[config.mk]
export PLATFORM = sky130hd
export DESIGN_NAME = prf_ctrl
export DESIGN_NICKNAME = d
export VERILOG_FILES = /design/src/sv/prf_pkg.sv /design/src/sv/prf_ctrl.sv
export SDC_FILE = /design/constraint.sdc
export NUM_CORES = 1
export LEC_CHECK = 0
export ABC_CLOCK_PERIOD_IN_PS = 4000
export BUFFER_PORTS_ARGS = -buffer_cell sky130_fd_sc_hd__buf_4
export CELL_PAD_IN_SITES_DETAIL_PLACEMENT = 1
export CELL_PAD_IN_SITES_GLOBAL_PLACEMENT = 1
export CORE_MARGIN = 4
export CORE_UTILIZATION = 35
export CTS_BUF_LIST = sky130_fd_sc_hd__clkbuf_4 sky130_fd_sc_hd__clkbuf_8
export DETAILED_ROUTE_END_ITERATION = 7
export HOLD_SLACK_MARGIN = 0.06
export PLACE_DENSITY_LB_ADDON = 0.1
export SYNTH_ARGS = -nofsm -noshare
export SYNTH_HDL_FRONTEND = slang
export SYNTH_SLANG_ARGS = --single-unit
export TNS_END_PERCENT = 5
[constraint.sdc]
create_clock -name clk -period 4 [get_ports clk]
set_clock_uncertainty 0.1 [all_clocks]
set_input_delay 0 -clock clk [delete_from_list [all_inputs] [get_ports clk]]
set_output_delay 0 -clock clk [all_outputs]
set_load 0.005 [all_outputs]
[src/sv/prf_pkg.sv]
package prf_pkg;

  // Coordinate format
  localparam int FRAC_BITS = 32;
  localparam int POS_W     = 40;
  localparam int DIFF_W    = POS_W + 1;

  // Configuration
  localparam int CUT_W  = 31;
  localparam int MASS_W = 16;
  localparam logic [CUT_W-1:0]  CUTOFF_RST  = 31'd42949673;
  localparam logic [CUT_W-1:0]  MINRAD_RST  = 31'd429497;
  localparam logic [MASS_W-1:0] INVMASS_RST = 16'd100;

  // Configuration register indexes
  localparam logic [1:0] REG_CUTOFF  = 2'd0;
  localparam logic [1:0] REG_MINRAD  = 2'd1;
  localparam logic [1:0] REG_INVMASS = 2'd2;

  // Square root unit
  localparam int SQ_IN_W  = 64;
  localparam int ROOT_W   = 32;
  localparam int SQ_CNT_W = $clog2(ROOT_W);

  // Divider unit: numerator is |r-C| * |d| * inverse_mass, scaled by 2^(FRAC+16)
  localparam int FORCE_SH = FRAC_BITS + 16;
  localparam int NUM_W    = ROOT_W + CUT_W + MASS_W;
  localparam int DVD_W    = NUM_W + FORCE_SH;
  localparam int DEN_W    = 95;
  localparam int Q_W      = 64;
  localparam int DIV_CNT_W = $clog2(DVD_W);

  // Statistics
  localparam int RATIO_W = 17;
  localparam int SUM_W   = 48;
  localparam int CNT_W   = 32;
  localparam logic [RATIO_W-1:0] RATIO_ONE = 17'd65536;

  // Stream payloads
  localparam int IN_DATA_W  = 160;
  localparam int OUT_DATA_W = 232;

  typedef struct packed {
    logic ld_in;
    logic do_abs;
    logic do_sq;
    logic do_sum;
    logic do_cmp;
    logic do_rsel;
    logic do_diff;
    logic do_mul1;
    logic do_mul2;
    logic div_go;
    logic do_sat;
    logic do_fin;
  } cmd_t;

  typedef struct packed {
    logic op_clear;
    logic sqrt_busy;
    logic div_busy;
  } sts_t;

endpackage

[src/sv/prf_ctrl.sv]
module prf_ctrl (
  input  logic          clk,
  input  logic          rst_n,
  input  logic          in_tvalid,
  output logic          in_tready,
  output logic          out_tvalid,
  input  logic          out_tready,
  input  prf_pkg::sts_t sts,
  output prf_pkg::cmd_t cmd
);

  localparam logic [3:0] S_IDLE = 4'd0;
  localparam logic [3:0] S_ABS  = 4'd1;
  localparam logic [3:0] S_SQ   = 4'd2;
  localparam logic [3:0] S_SUM  = 4'd3;
  localparam logic [3:0] S_CMP  = 4'd4;
  localparam logic [3:0] S_SQRT = 4'd5;
  localparam logic [3:0] S_RSEL = 4'd6;
  localparam logic [3:0] S_DIFF = 4'd7;
  localparam logic [3:0] S_MUL1 = 4'd8;
  localparam logic [3:0] S_MUL2 = 4'd9;
  localparam logic [3:0] S_DGO  = 4'd10;
  localparam logic [3:0] S_DIV  = 4'd11;
  localparam logic [3:0] S_SAT  = 4'd12;
  localparam logic [3:0] S_FIN  = 4'd13;

  logic [3:0] state_r, state_nxt;
  logic       ov_r, ov_nxt;
  logic       fin_ok;

  assign fin_ok = !ov_r || out_tready;

  // Sequence one transaction through the datapath
  always_comb begin
    state_nxt = state_r;
    cmd       = '0;
    ov_nxt    = ov_r && !out_tready;
    unique case (state_r)
      S_IDLE: begin
        cmd.ld_in = in_tvalid;
        if (in_tvalid) state_nxt = S_ABS;
      end
      S_ABS: begin
        cmd.do_abs = 1'b1;
        state_nxt  = sts.op_clear ? S_FIN : S_SQ;
      end
      S_SQ:   begin cmd.do_sq  = 1'b1; state_nxt = S_SUM; end
      S_SUM:  begin cmd.do_sum = 1'b1; state_nxt = S_CMP; end
      S_CMP:  begin cmd.do_cmp = 1'b1; state_nxt = S_SQRT; end
      S_SQRT: begin
        if (!sts.sqrt_busy) state_nxt = S_RSEL;
      end
      S_RSEL: begin cmd.do_rsel = 1'b1; state_nxt = S_DIFF; end
      S_DIFF: begin cmd.do_diff = 1'b1; state_nxt = S_MUL1; end
      S_MUL1: begin cmd.do_mul1 = 1'b1; state_nxt = S_MUL2; end
      S_MUL2: begin cmd.do_mul2 = 1'b1; state_nxt = S_DGO; end
      S_DGO:  begin cmd.div_go  = 1'b1; state_nxt = S_DIV; end
      S_DIV: begin
        if (!sts.div_busy) state_nxt = S_SAT;
      end
      S_SAT:  begin cmd.do_sat = 1'b1; state_nxt = S_FIN; end
      S_FIN: begin
        if (fin_ok) begin
          cmd.do_fin = 1'b1;
          ov_nxt     = 1'b1;
          state_nxt  = S_IDLE;
        end
      end
      default: state_nxt = S_IDLE;
    endcase
  end

  always_ff @(posedge clk) begin
    if (!rst_n) begin
      state_r <= S_IDLE;
      ov_r    <= 1'b0;
    end else begin
      state_r <= state_nxt;
      ov_r    <= ov_nxt;
    end
  end

  assign in_tready  = (state_r == S_IDLE);
  assign out_tvalid = ov_r;

endmodule

==> flow_metrics.env <==
export IMPL_status="finished, final reports clean"
export IMPL_rsz0062_at_grt="false"
export IMPL_tightest_slew_ns=0.608
export IMPL_busiest_layer="met2"
export IMPL_ant_nets=0
export IMPL_die_area_um2=1980
export IMPL_yosys_area_top_type="dfxtp_1"
export IMPL_synthMostInstantiatedCell="nor2_1"
export IMPL_synth_area_leaders="dfxtp_1 21%, nor2_1 8.0%, mux2i_1 4.3%"
export IMPL_drt_first_pass_iters=4
export IMPL_synth_top_area_frac=0.214
export IMPL_slew_violations=0
export IMPL_cap_violations=0
export IMPL_ys_seq_elements=5
export IMPL_routed_via_density=5.46
export IMPL_r2r_end="out_tvalid$_SDFF_PN0_"
export IMPL_startpoint_type="flop"
export IMPL_use_met1=0.208
export IMPL_cts_setup_buffers=0
export IMPL_end_kind="flop"
export IMPL_leakage_uw=0.000274
export IMPL_final_nets=91
export IMPL_whs_endpoint="state_r[3]$_SDFFE_PN0P_"
export IMPL_die_w_um=44.5
export IMPL_synth_common_cells="10 x nor2_1, 5 x dfxtp_1, 5 x nand2_1"
export IMPL_yosys_warnings=0
export IMPL_drtIter0Drc=7
export IMPL_crit_required_ns=4.03
export IMPL_max_slew_margin_rel=0.594
export IMPL_min_delay_start="sts[1]"
export IMPL_whs_path_depth=4
export IMPL_cts_buffers=3
export IMPL_antennaDiodeCount=0
export IMPL_multiInputGateArea_um2=325
export IMPL_setup_viol_count_final=0
export IMPL_met3_usage=0.0691
export IMPL_seq_area_um2=100
export IMPL_grt_pass1_wl_um=2420
export IMPL_final_setup_tns_ns=0
export IMPL_yosysSeqAreaShare=0.214
export IMPL_drc=0
export IMPL_wl_per_cell_um=15.2
export IMPL_synth_ff_type="dfxtp_1"
export IMPL_crit_type="flop to flop"
export IMPL_syn_num_nets=69
export IMPL_max_freq_ghz=0.491
export IMPL_syn_inst=62
export IMPL_regToRegSetupSlack_ns=1.96
export IMPL_critPathMaxFanout=16
export IMPL_timing_rr_start="state_r[1]$_SDFFE_PN0P_"
export IMPL_vdd_drop_max_mv=0.339
export IMPL_fin_crit_sh=0.509
export IMPL_top_level_ports=21
export IMPL_r2r_cells=4
export IMPL_areaGrowthSynthToFinish_pct=40.8
export IMPL_hold_viol=0
export IMPL_min_path_type="primary input to flop"
export IMPL_die_h_um=44.5
export IMPL_tritoncts="built"
export IMPL_insertion_delay_ns=0.25
export IMPL_path_clk_slew_ns=0.05
export IMPL_htree_levels=1
export IMPL_antenna_found_initial=0
export IMPL_cts_root_buf="clkbuf_4"
export IMPL_worstPathArrival_ns=2.07
export IMPL_synth_edf_count=0
export IMPL_grt_ovfl_total=0
export IMPL_cts_path_max_buffers=2
export IMPL_pwr_density_cell_nw_per_um2=687
export IMPL_avgSynthCellArea_um2=7.53
export IMPL_grtUsageMet2=0.255
export IMPL_portBuffers=20
export IMPL_grt_usage=0.166
export IMPL_syn_area_um2=467
export IMPL_fillCellCount=162
export IMPL_synth_distinct_cells=35
export IMPL_start_util=0.393
export IMPL_cts_sinks=5
export IMPL_rows=12
export IMPL_grt_max_degree=17
export IMPL_final_layout_size_suffix_gt1_frac=0.373
export IMPL_vias=530
export IMPL_grt_pass1_vias=530
export IMPL_core_area_um2=1190
export IMPL_cts_repair_resized=0
export IMPL_async_flop_share=0
export IMPL_min_period_ns=2.04
export IMPL_hpwl_um=1090
export IMPL_whs_ns=0.214
export IMPL_wl_um=1480
export IMPL_place_gp_congestion=0.741
## metrics by stage
step                total power, uW  instance area (um^2)  instances  worst slack [ns]   util
global placement                374                   597         90              2.39  0.503
global route                    493                   657         97              1.85  0.554
detailed placement              384                   597         90              2.37  0.503
floorplan                       300                   467         62              2.68      -
finish                          451                   657         97              1.96  0.554
CTS                             454                   657         97              2.00  0.554
## layout make-up
type,instances,area share
inverter,1,0.00571
clock buffer,4,0.0457
sequential,5,0.152
tap,14,0.0267
multi-input combinational,50,0.495
timing repair buffer,23,0.274
## cells by family after synthesis
family                 synth area share
buffers and inverters            0.0885
DFF                               0.214
AOI/OAI and AO/OA                 0.271
muxes                            0.0429
and+or+nand+nor                   0.383
## state kept, by name, summed over array words and instances, names as in the netlist
signal,cells
out_tvalid,1
state_r,4
## layer usage
metal  share of wire  up-vias  wire [um]
met1            0.45      249        657
met4               0        0          0
met3           0.061        0         90
li1                -      265          -
met5               0        -          0
met2            0.49       16        727
## cell usage in the layout, fill, tap and decap left out, drive strengths merged, types with 3 or more instances in the layout
cell,count
a21oi,3
buf,20
clkbuf,4
dfxtp,5
dlygate4sd3,3
nand2,5
nand2b,3
nor2,10
nor3,4
## worst max path at each step
stage                            start                 endpoint  slack [ns]  cells past startpoint
6_report       state_r[1]$_SDFFE_PN0P_    out_tvalid$_SDFF_PN0_        1.96                      4
5_1_grt        state_r[1]$_SDFFE_PN0P_    out_tvalid$_SDFF_PN0_        1.85                      4
4_1_cts        state_r[1]$_SDFFE_PN0P_    out_tvalid$_SDFF_PN0_        2.00                      4
3_5_place_dp   state_r[3]$_SDFFE_PN0P_  state_r[3]$_SDFFE_PN0P_        2.37                      4
3_3_place_gp   state_r[3]$_SDFFE_PN0P_  state_r[3]$_SDFFE_PN0P_        2.39                      4
2_1_floorplan  state_r[3]$_SDFFE_PN0P_  state_r[1]$_SDFFE_PN0P_        2.68                      5
## power by group
| part | total (uW) | internal (uW) | switching, uW |
|---|---|---|---|
| Combinational | 244 | 127 | 117 |
| Clock | 67.5 | 44.6 | 22.9 |
| Sequential | 139 | 68.1 | 71.3 |
## repair_timing
action,4_1_cts,5_1_grt
hold buffers,3,0
endpoints found under the setup margin,0,0
hold endpoints to repair,5,0
## critical path: stages, from the launching register on
cell,delay [ns]
dfxtp_1,0.70
nand2b_1,0.31
nor2_1,0.08
o21a_1,0.18
dlygate4sd3_1,0.55
(Power assumes the default switching activity.)
